### src/hw/rtl/clad_pkg.sv
// Shared types and codes for the circular list block.
// Holds the command, status and controller state encodings; no dependencies.
package clad_pkg;

  localparam int DATA_W = 32;

  typedef enum logic [1:0] {
    CMD_APPEND = 2'd0,
    CMD_DELETE = 2'd1,
    CMD_LIST   = 2'd2
  } cmd_t;

  typedef enum logic [2:0] {
    ST_APPENDED = 3'd0,
    ST_DELETED  = 3'd1,
    ST_NOTFOUND = 3'd2,
    ST_EMPTY    = 3'd3,
    ST_LISTED   = 3'd4,
    ST_FULL     = 3'd5
  } status_t;

  typedef enum logic [1:0] {
    S_IDLE = 2'b01,
    S_SCAN = 2'b10
  } state_t;

endpackage

### src/hw/rtl/clad_ram.sv
// Entry store of the circular list: one write port, one read port,
// registered read data. Depends on clad_pkg for the data width.
module clad_ram import clad_pkg::*; #(
  parameter int DEPTH = 16,
  parameter int AW    = 4
) (
  input  logic                     clk,
  input  logic                     we,
  input  logic [AW-1:0]            waddr,
  input  logic signed [DATA_W-1:0] wdata,
  input  logic                     re,
  input  logic [AW-1:0]            raddr,
  output logic signed [DATA_W-1:0] rdata
);

  logic signed [DATA_W-1:0] mem [DEPTH];

  always_ff @(posedge clk) begin
    if (we) begin
      mem[waddr] <= wdata;
    end
  end

  always_ff @(posedge clk) begin
    if (re) begin
      rdata <= mem[raddr];
    end
  end

endmodule

### src/hw/rtl/clad_ctrl.sv
// Command sequencer of the circular list: append, search-and-compact delete
// and list walk over the entry store. Depends on clad_pkg.
module clad_ctrl import clad_pkg::*; #(
  parameter int CAPACITY = 16,
  parameter int AW       = 4,
  parameter int CW       = 5
) (
  input  logic                     clk,
  input  logic                     rst,
  input  logic                     start,
  output logic                     busy,
  input  logic [1:0]               command,
  input  logic signed [DATA_W-1:0] value,
  output logic                     strobe,
  output logic signed [DATA_W-1:0] item_value,
  output logic [2:0]               status,
  output logic                     last,
  output logic                     mem_we,
  output logic [AW-1:0]            mem_waddr,
  output logic signed [DATA_W-1:0] mem_wdata,
  output logic                     mem_re,
  output logic [AW-1:0]            mem_raddr,
  input  logic signed [DATA_W-1:0] mem_rdata
);

  localparam logic [CW-1:0] CAP_C = CW'(CAPACITY);

  state_t                   state;
  cmd_t                     op;
  logic signed [DATA_W-1:0] req_value;
  logic [CW-1:0]            count;
  logic [CW-1:0]            iss;
  logic [CW-1:0]            pend_idx;
  logic                     pend_valid;
  logic                     found;
  logic                     final_item;
  logic                     match;
  logic [CW-1:0]            pend_m1;

  assign busy       = (state != S_IDLE);
  assign final_item = ((pend_idx + CW'(1)) == count);
  assign match      = (mem_rdata == req_value);
  assign pend_m1    = pend_idx - CW'(1);

  always_comb begin
    mem_we    = 1'b0;
    mem_waddr = count[AW-1:0];
    mem_wdata = value;
    mem_re    = 1'b0;
    mem_raddr = iss[AW-1:0];
    if (state == S_IDLE && start && command == CMD_APPEND && count != CAP_C) begin
      mem_we = 1'b1;
    end
    if (state == S_SCAN && iss < count) begin
      mem_re = 1'b1;
    end
    if (state == S_SCAN && pend_valid && found && op == CMD_DELETE) begin
      mem_we    = 1'b1;
      mem_waddr = pend_m1[AW-1:0];
      mem_wdata = mem_rdata;
    end
  end

  always_ff @(posedge clk) begin
    if (rst) begin
      state      <= S_IDLE;
      count      <= '0;
      strobe     <= 1'b0;
      found      <= 1'b0;
      pend_valid <= 1'b0;
    end else begin
      strobe     <= 1'b0;
      pend_valid <= mem_re;
      case (state)
        S_IDLE: begin
          if (start) begin
            op        <= cmd_t'(command);
            req_value <= value;
            iss       <= '0;
            found     <= 1'b0;
            case (command) inside
              CMD_APPEND: begin
                strobe     <= 1'b1;
                last       <= 1'b1;
                item_value <= value;
                if (count == CAP_C) begin
                  status <= ST_FULL;
                end else begin
                  status <= ST_APPENDED;
                  count  <= count + CW'(1);
                end
              end
              CMD_DELETE, CMD_LIST: begin
                if (count == '0) begin
                  strobe     <= 1'b1;
                  last       <= 1'b1;
                  item_value <= value;
                  status     <= ST_EMPTY;
                end else begin
                  state <= S_SCAN;
                end
              end
              default: begin
              end
            endcase
          end
        end
        S_SCAN: begin
          if (mem_re) begin
            iss <= iss + CW'(1);
          end
          pend_idx <= iss;
          if (pend_valid) begin
            if (op == CMD_LIST) begin
              strobe     <= 1'b1;
              item_value <= mem_rdata;
              status     <= ST_LISTED;
              last       <= final_item;
              if (final_item) begin
                state <= S_IDLE;
              end
            end else begin
              if (!found && match) begin
                found <= 1'b1;
              end
              if (final_item) begin
                strobe     <= 1'b1;
                last       <= 1'b1;
                item_value <= req_value;
                state      <= S_IDLE;
                if (found || match) begin
                  status <= ST_DELETED;
                  count  <= count - CW'(1);
                end else begin
                  status <= ST_NOTFOUND;
                end
              end
            end
          end
        end
        default: begin
          state <= S_IDLE;
        end
      endcase
    end
  end

endmodule

### src/hw/rtl/circular_list_append_delete.sv
// Top level of the bounded ordered list of signed 32-bit values.
// Instantiates clad_ctrl and clad_ram; depends on clad_pkg.
//
// A request is taken at a rising edge with start high and busy low; command
// selects append, delete or list, value carries the operand. Results appear
// for exactly one cycle with strobe high and must be taken then; last marks
// the final result of a request.
// Append answers in the cycle after the request.
// Delete and list walk the entry store through its single read port, one
// entry per cycle: each entry passes the registered read data of the store
// and then the result register before it appears, and listed entries then
// follow one per cycle. Delete shifts later entries down during the same
// walk, writing one entry behind the read. Empty and full cases answer in
// the cycle after the request. Command code 3 is taken and dropped without
// a result.
// A synchronous reset empties the list; no clearing pass is needed.
module circular_list_append_delete import clad_pkg::*; #(
  parameter int CAPACITY = 16
) (
  input  logic                     clk,
  input  logic                     rst,
  input  logic                     start,
  output logic                     busy,
  input  logic [1:0]               command,
  input  logic signed [DATA_W-1:0] value,
  output logic                     strobe,
  output logic signed [DATA_W-1:0] item_value,
  output logic [2:0]               status,
  output logic                     last
);

  localparam int AW = (CAPACITY > 1) ? $clog2(CAPACITY) : 1;
  localparam int CW = $clog2(CAPACITY + 1);

  logic                     mem_we;
  logic [AW-1:0]            mem_waddr;
  logic signed [DATA_W-1:0] mem_wdata;
  logic                     mem_re;
  logic [AW-1:0]            mem_raddr;
  logic signed [DATA_W-1:0] mem_rdata;

  clad_ctrl #(
    .CAPACITY(CAPACITY),
    .AW(AW),
    .CW(CW)
  ) u_ctrl (
    .clk(clk),
    .rst(rst),
    .start(start),
    .busy(busy),
    .command(command),
    .value(value),
    .strobe(strobe),
    .item_value(item_value),
    .status(status),
    .last(last),
    .mem_we(mem_we),
    .mem_waddr(mem_waddr),
    .mem_wdata(mem_wdata),
    .mem_re(mem_re),
    .mem_raddr(mem_raddr),
    .mem_rdata(mem_rdata)
  );

  clad_ram #(
    .DEPTH(CAPACITY),
    .AW(AW)
  ) u_ram (
    .clk(clk),
    .we(mem_we),
    .waddr(mem_waddr),
    .wdata(mem_wdata),
    .re(mem_re),
    .raddr(mem_raddr),
    .rdata(mem_rdata)
  );

endmodule
### config.mk
export PLATFORM = sky130hd
export DESIGN_NAME = circular_list_append_delete
export DESIGN_NICKNAME = d
export VERILOG_FILES = /design/src/hw/rtl/clad_pkg.sv /design/src/hw/rtl/clad_ram.sv /design/src/hw/rtl/clad_ctrl.sv /design/src/hw/rtl/circular_list_append_delete.sv
export SDC_FILE = /design/constraint.sdc
export NUM_CORES = 1
export LEC_CHECK = 0
export ABC_AREA = 1
export ABC_CLOCK_PERIOD_IN_PS = 6390
export BUFFER_PORTS_ARGS = -buffer_cell sky130_fd_sc_hd__buf_2
export CAP_MARGIN = 20
export CORE_MARGIN = 4
export CORE_UTILIZATION = 35
export CTS_CLUSTER_SIZE = 28
export DETAILED_ROUTE_END_ITERATION = 6
export SYNTH_ARGS = -nofsm -noshare
export SYNTH_HDL_FRONTEND = slang
export SYNTH_HIERARCHICAL = 1
export SYNTH_SLANG_ARGS = --single-unit
### constraint.sdc
create_clock -name clk -period 6.39 [get_ports clk]
set_clock_uncertainty 0.15 [all_clocks]
set_input_delay 0.9585 -clock clk [delete_from_list [all_inputs] [get_ports clk]]
set_output_delay 0.9585 -clock clk [all_outputs]
set_load 0.01 [all_outputs]
Word level (Yosys, flattened, before mapping):

Memory sizes are Yosys's and may differ from the RTL's. A register that Yosys moved wholly into a read port is not among the register bits.
Index checks and enable logic that the tools add are counted.

* memories kept: 1
* register bits: 90
* output and inout bits: 38
* input port bits: 37
* RAM bits: 512

* equality and inequality tests: 26
* $lt $le $gt $ge: 1
* reduce and logical (&&, ||, !) cells: 21
* bitwise logic cells: 1
* add/subtract/negate cells: 5
* mux-type cells: 64

Memories
* u_ram.mem: words 16, bits a word 32, rd ports 1, clocked after Yosys merged registers in 1, wr ports 1, line clad_ram.sv:16 `logic signed [DATA_W-1:0] mem [DEPTH];`

Operator list (number)
* two-way mux 32 bit: 8
* one-hot mux 32 bit (2 select lines): 1
* two-way mux 5 bit: 9
* == test 32 bit: 1
* two-way mux 3 bit: 8
* two-way mux 1 bit: 23
* inequality test 2 bit (second input constant): 10
* one-hot mux 5 bit (2 select lines): 2
* adder 5 x 1 -> 5 bit (second input constant): 3
* two-way mux 2 bit: 7
* logical AND 1 bit: 8
* AND reduction 8 bit: 1
* AND reduction 7 bit: 1
* == test 2 x 1 -> 1 bit (second input constant): 3
* == test 2 bit (second input constant): 3
* inequality test 2 x 1 -> 1 bit (second input constant): 3
* inequality test 3 bit (second input constant): 2
* one-hot mux 1 bit (2 select lines): 3
* one-hot mux 3 bit (2 select lines): 1
* AND reduction 6 bit: 1
* == test 5 bit: 1
* == test 5 bit (second input constant): 1
* zero test 5 bit: 1
* < comparator 5 bit: 1
* other kinds (16): 16

Longest topological paths before layout:

Gate-level depths: netlist (run 1).

* word-level depth: 8
* mapped depth: 14
* gate-level depth less buffers: 14

Cells and area by module:

The synthesis (run 1) kept the hierarchy.

Modules (own cells, without submodules)
* clad_ram: sequential area each 16335.7 µm², cells each 2120, instances 1, area each 23050.9 µm²
* clad_ctrl: sequential area each 2602.5 µm², cells each 570, instances 1, area each 5053.6 µm²

Worst setup path after synthesis (run 1):

OpenSTA, ideal clock, no wires.

* path type: input to register
* from: in rst
* to: reg u_ctrl.item_value[0] (enable)
* buffers on the path: 1
* path slack: 1657 ps
* arrival time: 4099 ps
* stages on the path: 4
* cell sequence: clkbuf_1 inv_1 nand3_1 a211oi_1

* word-level cells in the longest chain between the ends: 2

RTL lines
* start, declared: line circular_list_append_delete.sv:21 `input logic rst,`
* NOT 1 bit (no source line)
* AND reduction 7 bit (no source line)
* end signal, assigned: line clad_ctrl.sv:85 `item_value <= value;`
* end signal, assigned: line clad_ctrl.sv:97 `item_value <= value;`
* end signal, assigned: line clad_ctrl.sv:116 `item_value <= mem_rdata;`
* end, declared: line clad_ctrl.sv:15 `output logic signed [DATA_W-1:0] item_value,`

No other way between the ends.
A chain may end at the register's enable or synchronous reset.

Final worst setup path (run 1):

* from: reg u_ctrl.state[0]
* to: mem u_ram.mem[4][24] (enable)

* word-level cells in the longest chain between the ends: 8
* elaborated cells on any way between the ends: 13
* classes of those cells: 2 x eq/ne; 5 x mux; 6 x reduce/logical

RTL lines
* start, declared: line clad_ctrl.sv:28 `state_t state;`
* start signal, assigned: line clad_ctrl.sv:66 `state <= S_IDLE;`
* start signal, assigned: line clad_ctrl.sv:100 `state <= S_SCAN;`
* start signal, assigned: line clad_ctrl.sv:120 `state <= S_IDLE;`
* == test 2 x 1 -> 1 bit: line clad_ctrl.sv:51 `if (state == S_IDLE && start && command == CMD_APPEND && count != CAP_C) begin`
* logical AND 1 bit (3 in series): line clad_ctrl.sv:51
* two-way mux 1 bit: line clad_ctrl.sv:51
* two-way mux 1 bit (*): line clad_ctrl.sv:57 `if (state == S_SCAN && pend_valid && found && op == CMD_DELETE) begin`
* named net mem_we: line circular_list_append_delete.sv:35 `logic mem_we;`
* two-way mux 1 bit (*): line clad_ram.sv:19 `if (we) begin`
* two-way mux 1 bit (not written as such) (*): line clad_ram.sv:20 `mem[waddr] <= wdata;`
* end, declared: line clad_ram.sv:16

The timed path passes the listed nets; every way through them passes the cells marked *.

==> results of run 1 <==
Yosys cell counts (all sizes together):
cell / instances / share of area
nor3: 3 / 0.00053
clkinv: 2 / 0.00031
o211ai: 23 / 0.0061
o211a: 1 / 0.00036
o31ai: 1 / 0.00027
or2: 2 / 0.00045
a31oi: 1 / 0.00022
a211oi: 1 / 0.00027
clkbuf: 30 / 0.0040
fa: 1 / 0.00071
buf: 100 / 0.025
o21ai: 43 / 0.0077
xnor2: 26 / 0.0081
edfxtp: 624 / 0.67
o221ai: 10 / 0.0031
nor2: 53 / 0.0077
o22ai: 2 / 0.00045
nand4: 4 / 0.00089
a21oi: 10 / 0.0022
dfxtp: 10 / 0.0071
ha: 13 / 0.0058
nand3b: 2 / 0.00053
nand3: 424 / 0.076
inv: 464 / 0.062
nand2: 832 / 0.11
nor4: 1 / 0.00022
xor2: 7 / 0.0022
per-layer routing:
| metal | vias up | wire [um] |
|---|---|---|
| li1 | 8915 | - |
| met2 | 558 | 30600 |
| met4 | 0 | 1500 |
| met5 | - | 0 |
| met3 | 97 | 4750 |
| met1 | 8821 | 31400 |
cell usage in the layout (no fill, tap or decap), types with 2 or more instances in the layout:
| master | Yosys | final |
|---|---|---|
| a21oi_1 | 9 | 9 |
| buf_12 | 1 | 3 |
| buf_16 | 0 | 3 |
| buf_2 | 44 | 74 |
| buf_4 | 11 | 47 |
| bufinv_16 | 0 | 2 |
| clkbuf_1 | 30 | 14 |
| clkbuf_16 | 0 | 71 |
| clkinv_1 | 1 | 21 |
| clkinv_2 | 1 | 9 |
| dfxtp_1 | 10 | 10 |
| edfxtp_1 | 624 | 624 |
| ha_1 | 13 | 12 |
| inv_1 | 457 | 455 |
| inv_2 | 6 | 6 |
| inv_6 | 0 | 6 |
| nand2_1 | 829 | 829 |
| nand2_2 | 3 | 3 |
| nand3_1 | 424 | 424 |
| nand3b_1 | 2 | 2 |
| nand4_1 | 4 | 4 |
| nor2_1 | 46 | 27 |
| nor2_2 | 7 | 7 |
| nor2_4 | 0 | 19 |
| nor3_1 | 3 | 3 |
| o211ai_1 | 23 | 23 |
| o21ai_0 | 42 | 34 |
| o21ai_1 | 1 | 7 |
| o21ai_2 | 0 | 2 |
| o221ai_1 | 10 | 10 |
| o22ai_1 | 2 | 2 |
| xnor2_1 | 26 | 26 |
| xor2_1 | 7 | 7 |
worst min-delay path by stage:
stage                 endpoint  depth (start not counted)  slack (ns)       startpoint
2_1_floorplan  u_ctrl/state[1]                          2        0.31  u_ctrl/state[1]
5_1_grt        u_ctrl/state[1]                          2        0.36  u_ctrl/state[1]
4_1_cts        u_ctrl/state[1]                          2        0.33  u_ctrl/state[1]
6_report       u_ctrl/state[1]                          2        0.34  u_ctrl/state[1]
3_3_place_gp   u_ctrl/state[1]                          2        0.33  u_ctrl/state[1]
3_5_place_dp   u_ctrl/state[1]                          2        0.33  u_ctrl/state[1]
state kept, by name, indices dropped and copies added, names as in the netlist, 2 cells and up:
signal,cells
u_ctrl/item_value,32
u_ctrl/count,5
u_ctrl/state,2
u_ram/mem,512
u_ctrl/iss,5
u_ctrl/pend_idx,5
u_ctrl/op,2
u_ctrl/status,3
u_ctrl/req_value,32
u_ram/rdata,32
logic make-up (layout without fill, tap and decap cells):
logic type | after synthesis | count (layout) | share of synthesized area
fa+ha+maj | 14 | 14 | 0.00650
xor+xnor | 33 | 33 | 0.0103
simple gates | 1321 | 1321 | 0.197
compound gates | 92 | 92 | 0.0207
flops | 634 | 634 | 0.674
buf+inv | 596 | 714 | 0.0915
through the flow:
step	setup slack [ns]	power, mW	instance area [um2]	std cells
floorplan	1.66	6.19	28100	2690
global placement	2.10	6.77	29500	3730
detailed placement	2.02	6.79	29500	3731
CTS	2.16	10.5	31600	3852
global route	1.90	10.9	31700	3858
finish	2.18	10.4	31700	3858
layout make-up:
class	instances	area share
clock buffers	85	0.0577
repair buffers	127	0.0273
clock inverters	36	0.00730
flip-flops and latches	634	0.597
inverters	466	0.0555
multi-input cells	1460	0.213
well taps	1050	0.0414
worst max-delay path, cell delays in order, from the launching register on:
cell	delay [ns]
dfxtp_1	0.31
inv_1	0.08
ha_2	0.18
nand3_1	0.11
nor2_4	0.09
buf_4	0.38
inv_1	0.43
o21ai_0	0.56
nand3b_1	0.54
nor2_4	0.96
power groups by stage:
stage	clock [mW]	sequential [mW]	combinational (mW)
4_1_cts	3.78	4.84	1.88
2_1_floorplan	0	4.95	1.25
6_report	3.69	4.83	1.88
3_5_place_dp	0	4.92	1.87
3_3_place_gp	0	4.92	1.85
5_1_grt	3.96	4.85	2.07
==> reports/results.ini, run 1 <==
[run_status]
status=finished clean

[grt]
met2_usage=0.240
track_usage=0.157
grt_util_met3=0.0250
grt_pass1_wl_um=105000
grt_max_degree=206
antenna_found_initial=1
met1_usage=0.232
grt_pass1_vias=17200
top_usage_layer=met2
grt.overflow.total=0

[power]
p_leak_nw=13.0
ir_worst_vdd_mv=0.203
combPwrFrac=0.181
power_density_nw_per_um2=328
swShare=0.289
p_int_mw=7.40
clkPwrFrac=0.355
p_switching_mw=3.01
seq_power_share=0.465

[flow_run]
max-cap-violations=0

[clock_tree]
cts_setup_buffers=0
hold_buffers=0
cts_tree=built
clockBufferDepth=3
cts_resized=0
cts_inserted_buffers=69
clkSinkCount=634
htree_levels=3
insertion_delay_ns=0.60
clk_pin_slew_ns=0.06
cts-root-buf=clkbuf_16

[worst_setup_path]
crit_type=flip-flop to flip-flop
end_kind=flip-flop
cp-start-kind=flip-flop
arrival_ns=4.26
endpoint=u_ram/mem[4][24]
startpoint=u_ctrl/state[0]
path_max_fanout=49
worst_r2r_endpoint=u_ram/mem[4][24]
worstReg2RegStart=u_ctrl/state[0]
required_ns=6.45
worst-r2r-setup-slack_ns=2.18
worst-r2r-cell-count=9

[logic_synthesis]
synthCells=2690
synth_nets=2741
ys_seq_area_frac=0.674
netlist_area_um2=28100
synth.avg_cell_area_um2=10.4
synth_cell_types=39
synth-seq-cells=634
ys_warn_count=6

[final_layout]
nNetsFinal=2809
fill_cells=7621
multi_input_area_um2=6760
drive_above_1_share=0.0922
area_growth_pct=12.8
fin_util=0.400
antennaDiodeCount=0
regArea_um2=18900

[floorplanning]
dieArea_um2=84900
num_io_pins=75
die_w_um=291
core_area_um2=79300
initial_core_util=0.355
row_count=103
die_h_um=291

[timing]
slew-limit-headroom=0.247
finalCritPeriodShare=0.658
setup_violations=0
hold_violations=0
slew_violations=0
post-route-min-period_ns=4.21
grt_setup_unrepaired=false
fin_hold_ws_ns=0.337
max_slew.worst_pin.slew_ns=1.13
fin_tns_setup_ns=0
fmaxAchievable_mhz=238

[placed_design]
place_hpwl_um=40800
gp_congestion=0.811
portBuffers=74

[routing]
first_pass_iters=6
drc_errors=0
vias_per_cell=4.77
dr_total_vias=18400
totalWireLength_um=68200
drtAntennaViolNets=0
avgRoutedWirePerCell_um=17.7
drtIter0Drc=1655

[worst_hold_path]
holdCritPathClass=flip-flop to flip-flop

(Power assumes the default switching activity.)
==> inputs of run 2 (changes only) <==
- ABC_AREA: 1 -> 0
- ABC_CLOCK_PERIOD_IN_PS: 6390 -> 3900
- clock period: 6.39 -> 3.9 ns (I/O delays scaled with it)
==> run 2 against run 1 <==
Cell count is 38% lower; wire length is 9.6% lower; combinational power increased by 32%; sequential share of layout area grew 5.2 points; critical endpoint is now u_ram/mem[4][6]; largest power group unchanged; largest cell class unchanged; highest routed layer unchanged.
==> reports/results.ini, run 2 <==
[worst_setup_path]
cp-start-kind=flip-flop
cpPeakStageDelay_ns=0.59  ; -0.37 ns
critPathTopFamily=simple AND/OR/NAND/NOR gates
path_cells=nor2b_1 > nand4_1 > o21ai_0 > nand3b_1 > nor3_4 > buf_4
crit_slowest_cell=o21ai_0
path_max_fanout=32  ; -35%
cp.depth=6  ; -3
crit_type=flip-flop to flip-flop
end_kind=flip-flop
arrival_ns=3.66  ; -0.60 ns
required_ns=3.99  ; -2.46 ns
worst-r2r-cell-count=6  ; -3
cp.buffers_inverters=1  ; -2

[timing]
slew_violations=0  ; unchanged
finalCritPeriodShare=0.917  ; +0.258
max_slew.worst_pin.slew_ns=1.18  ; +0.0454 ns
fin_hold_ws_ns=0.0311  ; -0.306 ns
slew-limit-headroom=0.214  ; -0.0322
hold_violations=0  ; unchanged
post-route-min-period_ns=3.57  ; -0.631 ns
fin_tns_setup_ns=0  ; unchanged
fmaxAchievable_mhz=280  ; +18%
grt_setup_unrepaired=false
setup_violations=0  ; unchanged

[final_layout]
antennaDiodeCount=0  ; unchanged
final_cell_mix=edfxtp_1 (624), mux4_2 (128), nand2_1 (104), buf_2 (74), clkbuf_16 (68)
area_growth_pct=15.9
final_common_cell=edfxtp_1
largest_reg_flops=512  ; unchanged
drive_above_1_share=0.275  ; +0.182
top_register=u_ram/mem
nNetsFinal=1460  ; -48%
fin_util=0.409  ; +0.00863

[floorplanning]
dieArea_um2=76200  ; -10%
die_h_um=276  ; -5.3%
core_area_um2=71400  ; -10%
initial_core_util=0.352  ; -0.00217
die_w_um=276  ; -5.3%
num_io_pins=75  ; unchanged
row_count=98  ; -4.9%

[logic_synthesis]
yosysTopAreaCellShare=0.745  ; +0.0783
synth_most_common_cell=edfxtp_1
synth.area.top_cells=edfxtp_1 (75%), mux4_2 (11%), a22oi_1 (1.9%)
ys_warn_count=6  ; unchanged
synth_edf_count=624  ; unchanged
synth_nets=1349  ; -51%
synthCells=1298  ; -52%
netlist_area_um2=25200  ; -11%
synthArstFlopShare=0  ; unchanged
yosysTopAreaCell=edfxtp_1
synth_commonest_cells=edfxtp_1 (624), mux4_2 (128), nand2_1 (104), a22oi_1 (65), nor2_1 (64)
synth_ff_type=edfxtp_1
synth-seq-cells=634  ; unchanged
synth.avg_cell_area_um2=19.4  ; +85%
synth_cell_types=54  ; +38%
ys_seq_area_frac=0.753  ; +0.0791

[grt]
grt_pass1_wl_um=90300  ; -14%
grt_pass1_vias=13000  ; -24%
antenna_found_initial=0  ; -1
grt_max_degree=132  ; -36%
grt.overflow.total=0  ; unchanged
track_usage=0.159  ; +0.00218

[worst_hold_path]
holdCritPathClass=input pin to flip-flop
holdPathStages=1  ; -1

[clock_tree]
htree_levels=3  ; unchanged
cts_tree=built
clk_pin_slew_ns=0.05  ; about the same
cts-root-buf=clkbuf_16
cts_setup_buffers=0  ; unchanged
hold_buffers=0  ; unchanged
insertion_delay_ns=0.61  ; about the same
clkSinkCount=634  ; unchanged
cts_resized=0  ; unchanged
cts_inserted_buffers=67  ; -2.9%
clockBufferDepth=3  ; unchanged

[routing]
dr_total_vias=13000  ; -29%
drtAntennaViolNets=0  ; unchanged
drc_errors=0  ; unchanged
avgRoutedWirePerCell_um=25.6  ; +45%
drtIter0Drc=1250  ; -24%
vias_per_cell=5.41  ; +13%
totalWireLength_um=61700  ; -9.6%
first_pass_iters=5  ; -1

[power]
p_total_mw=16.6  ; +59%
clkPwrFrac=0.370  ; +0.015
swShare=0.256  ; -0.0332
p_switching_mw=4.24  ; +41%
combPwrFrac=0.150  ; -0.031
p_leak_nw=9.26  ; -29%
power_density_nw_per_um2=568  ; +73%
seq_power_share=0.480  ; +0.015
ir_worst_vdd_mv=0.356  ; +75%
p_int_mw=12.3  ; +67%

[placed_design]
gp_congestion=0.793  ; -2.1%
place_hpwl_um=36000  ; -12%
portBuffers=74  ; unchanged

[flow_run]
max-cap-violations=0  ; unchanged

[run_status]
status=finished clean

run 2: area by class of cell:
cell class | instances | area [um2]
Sequential cell | 634 | 18900
Timing Repair Buffer | 114 | 846
Tap cell | 950 | 1190
Multi-Input combinational cell | 577 | 6010
Clock buffer | 84 | 1770
Fill cell | 6350 | 42200
Inverter | 15 | 56.3
Clock inverter | 33 | 345
run 2: routing by layer:
layer  track usage  part of all wire
met5             0                 0
met4        0.0374             0.018
met3        0.0394             0.077
met2         0.244              0.46
met1         0.231              0.44
run 2: power by group through the flow:
stage / Combinational (mW) / Sequential [mW] / Clock (mW)
finish: 2.48 / 7.94 / 6.13
global route: 2.67 / 7.96 / 6.57
CTS: 2.51 / 7.95 / 6.27
detailed placement: 2.50 / 8.09 / 0
global placement: 2.49 / 8.08 / 0
floorplan: 1.65 / 8.08 / 0
run 2: path summary, 6_finish.rpt:
path	start	endpoint	slack, ns
max reg2reg	u_ctrl/op[1]	u_ram/mem[4][6]	0.33
min reg2reg	u_ctrl/state[0]	u_ctrl/state[0]	0.36
min	command[1]	u_ctrl/op[1]	0.03
max	u_ctrl/op[1]	u_ram/mem[4][6]	0.33
run 2: kinds of logic (layout without fill, tap and decap cells):
logic type                 after synthesis  in the layout  share of synthesized area
muxes                                  162            162                      0.130
and+or+nand+nor                        214            214                     0.0366
xor gates and xnor gates                45             45                     0.0157
adders and majority gates               14             14                    0.00726
buffers and inverters                   87            246                     0.0166
AOI/OAI and AO/OA                      142            142                     0.0409
DFF                                    634            634                      0.753
run 2: metrics by stage:
stage               cells  setup WS (ns)  instance area [um2]
global route         2407          0.189                29200
global placement     2290          0.439                27000
floorplan            1298       -0.00149                25200
detailed placement   2290          0.366                27000
CTS                  2407          0.422                29200
finish               2407          0.326                29200
==> inputs of run 3 (changes only) <==
- CORE_UTILIZATION: 35 -> 45
==> run 3 against run 2 <==
Wire length fell by 0.51%; die area down 22%; via count fell by 0.46%; critical path type unchanged; critical endpoint is now u_ram/mem[10][11]; hold slack improved by 0.011 ns.
==> reports/results.ini, run 3 (synthesis results as in run 2) <==
[clock_tree]
clkSinkCount=634  ; unchanged
cts_setup_buffers=0  ; unchanged
hold_buffers=0  ; unchanged
cts_resized=0  ; unchanged
insertion_delay_ns=0.59  ; -0.02 ns
htree_levels=3  ; unchanged
cts_inserted_buffers=67  ; unchanged
cts-root-buf=clkbuf_16
cts_tree=built
clockBufferDepth=3  ; unchanged
clk_pin_slew_ns=0.06  ; about the same

[power]
ir_worst_vdd_mv=0.313  ; -12%
p_switching_mw=4.11  ; -3.0%
p_total_mw=16.5  ; -0.37%
seq_power_share=0.482  ; +0.002
combPwrFrac=0.150  ; about the same
p_int_mw=12.4  ; +0.51%
power_density_nw_per_um2=572  ; +0.65%
swShare=0.249  ; -0.00664
p_leak_nw=9.32  ; +0.64%
clkPwrFrac=0.368  ; -0.002

[routing]
avgRoutedWirePerCell_um=27.6  ; +7.8%
dr_total_vias=13000  ; -0.46%
vias_per_cell=5.83  ; +7.9%
drtAntennaViolNets=0  ; unchanged
drc_errors=0  ; unchanged
drtIter0Drc=1243  ; -0.56%
first_pass_iters=5  ; unchanged
totalWireLength_um=61400  ; -0.51%

[floorplanning]
initial_core_util=0.456  ; +0.103
row_count=86  ; -12%
die_h_um=244  ; -11%
num_io_pins=75  ; unchanged
die_w_um=244  ; -11%
dieArea_um2=59700  ; -22%
core_area_um2=55200  ; -23%

[grt]
grt_pass1_vias=13200  ; +1.4%
antenna_found_initial=1  ; +1
track_usage=0.208  ; +0.0486
grt_max_degree=132  ; unchanged
grt.overflow.total=0  ; unchanged
grt_pass1_wl_um=90200  ; about the same

[worst_setup_path]
path_cells=inv_1 > ha_1 > nand2_1 > o21ai_0 > nand3b_1 > nor2_4 > buf_12
cp-start-kind=flip-flop
startpoint=u_ctrl/state[1]
crit_slowest_cell=o21ai_0
worstReg2RegStart=u_ctrl/state[1]
cpPeakStageDelay_ns=0.61  ; +0.02 ns
arrival_ns=3.41  ; -0.25 ns
end_kind=flip-flop
required_ns=4.01  ; +0.02 ns
cp.buffers_inverters=2  ; +1
critPathTopFamily=simple AND/OR/NAND/NOR gates
crit_type=flip-flop to flip-flop
path_max_fanout=25  ; -22%

[final_layout]
top_register=u_ram/mem
largest_reg_flops=512  ; unchanged
area_growth_pct=14.7
nNetsFinal=1476  ; +1.1%
antennaDiodeCount=0  ; unchanged
drive_above_1_share=0.280  ; +0.00584
final_cell_mix=edfxtp_1 (624), mux4_2 (128), nand2_1 (104), buf_2 (74), clkbuf_16 (69)
fill_cells=4381  ; -31%
final_common_cell=edfxtp_1

[timing]
post-route-min-period_ns=3.29  ; -0.280 ns
setup_violations=0  ; unchanged
slew_violations=0  ; unchanged
max_slew.worst_pin.slew_ns=1.13  ; -0.0420 ns
grt_setup_unrepaired=false
finalCritPeriodShare=0.845  ; -0.0717
hold_violations=0  ; unchanged
setup_slack_ns=0.605  ; +0.280 ns
slew-limit-headroom=0.239  ; +0.0248
fmaxAchievable_mhz=304  ; +8.5%

[run_status]
status=finished clean

[worst_hold_path]
holdCritPathClass=input pin to flip-flop
worst_hold_startpoint=command[0]

[placed_design]
place_hpwl_um=35600  ; -1.1%
dp_slack_ns=0.562  ; +0.196 ns
gp_congestion=0.800  ; +0.84%
portBuffers=74  ; unchanged

[flow_run]
max-cap-violations=0  ; unchanged

run 3: changes by cell type in the layout (fill, tap and decap cells not counted), sizes merged:
cell / previous run / this run
buf: 114 / 130
clkinv: 24 / 27
clkinvlp: 4 / 1
clkbuf: 84 / 82
bufinv: 4 / 5
inv: 16 / 17
run 3: through the flow:
stage          instance area (um2)  TNS, ns  instances  hold WS, ns   util
2_1_floorplan                25200   -0.141       1298        0.326      -
3_3_place_gp                 26800        0       2104        0.348  0.485
3_5_place_dp                 26800        0       2104        0.370  0.485
4_1_cts                      28900        0       2221      0.00510  0.523
5_1_grt                      28900        0       2221       0.0259  0.523
6_report                     28900        0       2221       0.0424  0.523
run 3: power by group through the flow:
stage	Clock, mW	Combinational [mW]	Sequential [mW]
global placement	0	2.47	8.09
floorplan	0	1.65	8.08
global route	6.53	2.67	7.97
detailed placement	0	2.49	8.10
CTS	6.23	2.49	7.96
finish	6.08	2.47	7.96
run 3: area by class of cell:
type	instances	area, um2	share of cell area
Sequential cell	634	18900	0.656
Multi-Input combinational cell	577	6010	0.208
Clock buffer	82	1780	0.0615
Tap cell	748	936	0.0324
Timing Repair Buffer	130	853	0.0296
Clock inverter	35	290	0.0101
Inverter	15	56.3	0.00195
run 3: final timing paths:
check / end / slack (ns) / cells after the start
hold / removal: u_ctrl/op[0] / 0.04 / 1
hold reg to reg: u_ctrl/state[0] / 0.38 / 2
setup / recovery: u_ram/mem[10][11] / 0.61 / 7
setup reg to reg: u_ram/mem[10][11] / 0.61 / 7
run 3: routing by layer:
metal	global-route usage	vias to the layer above	wire, um
met5	0	-	0
met3	0.0416	71	4380
met2	0.335	447	29900
met1	0.294	6910	26000
li1	-	5527	-
met4	0.0542	0	1160
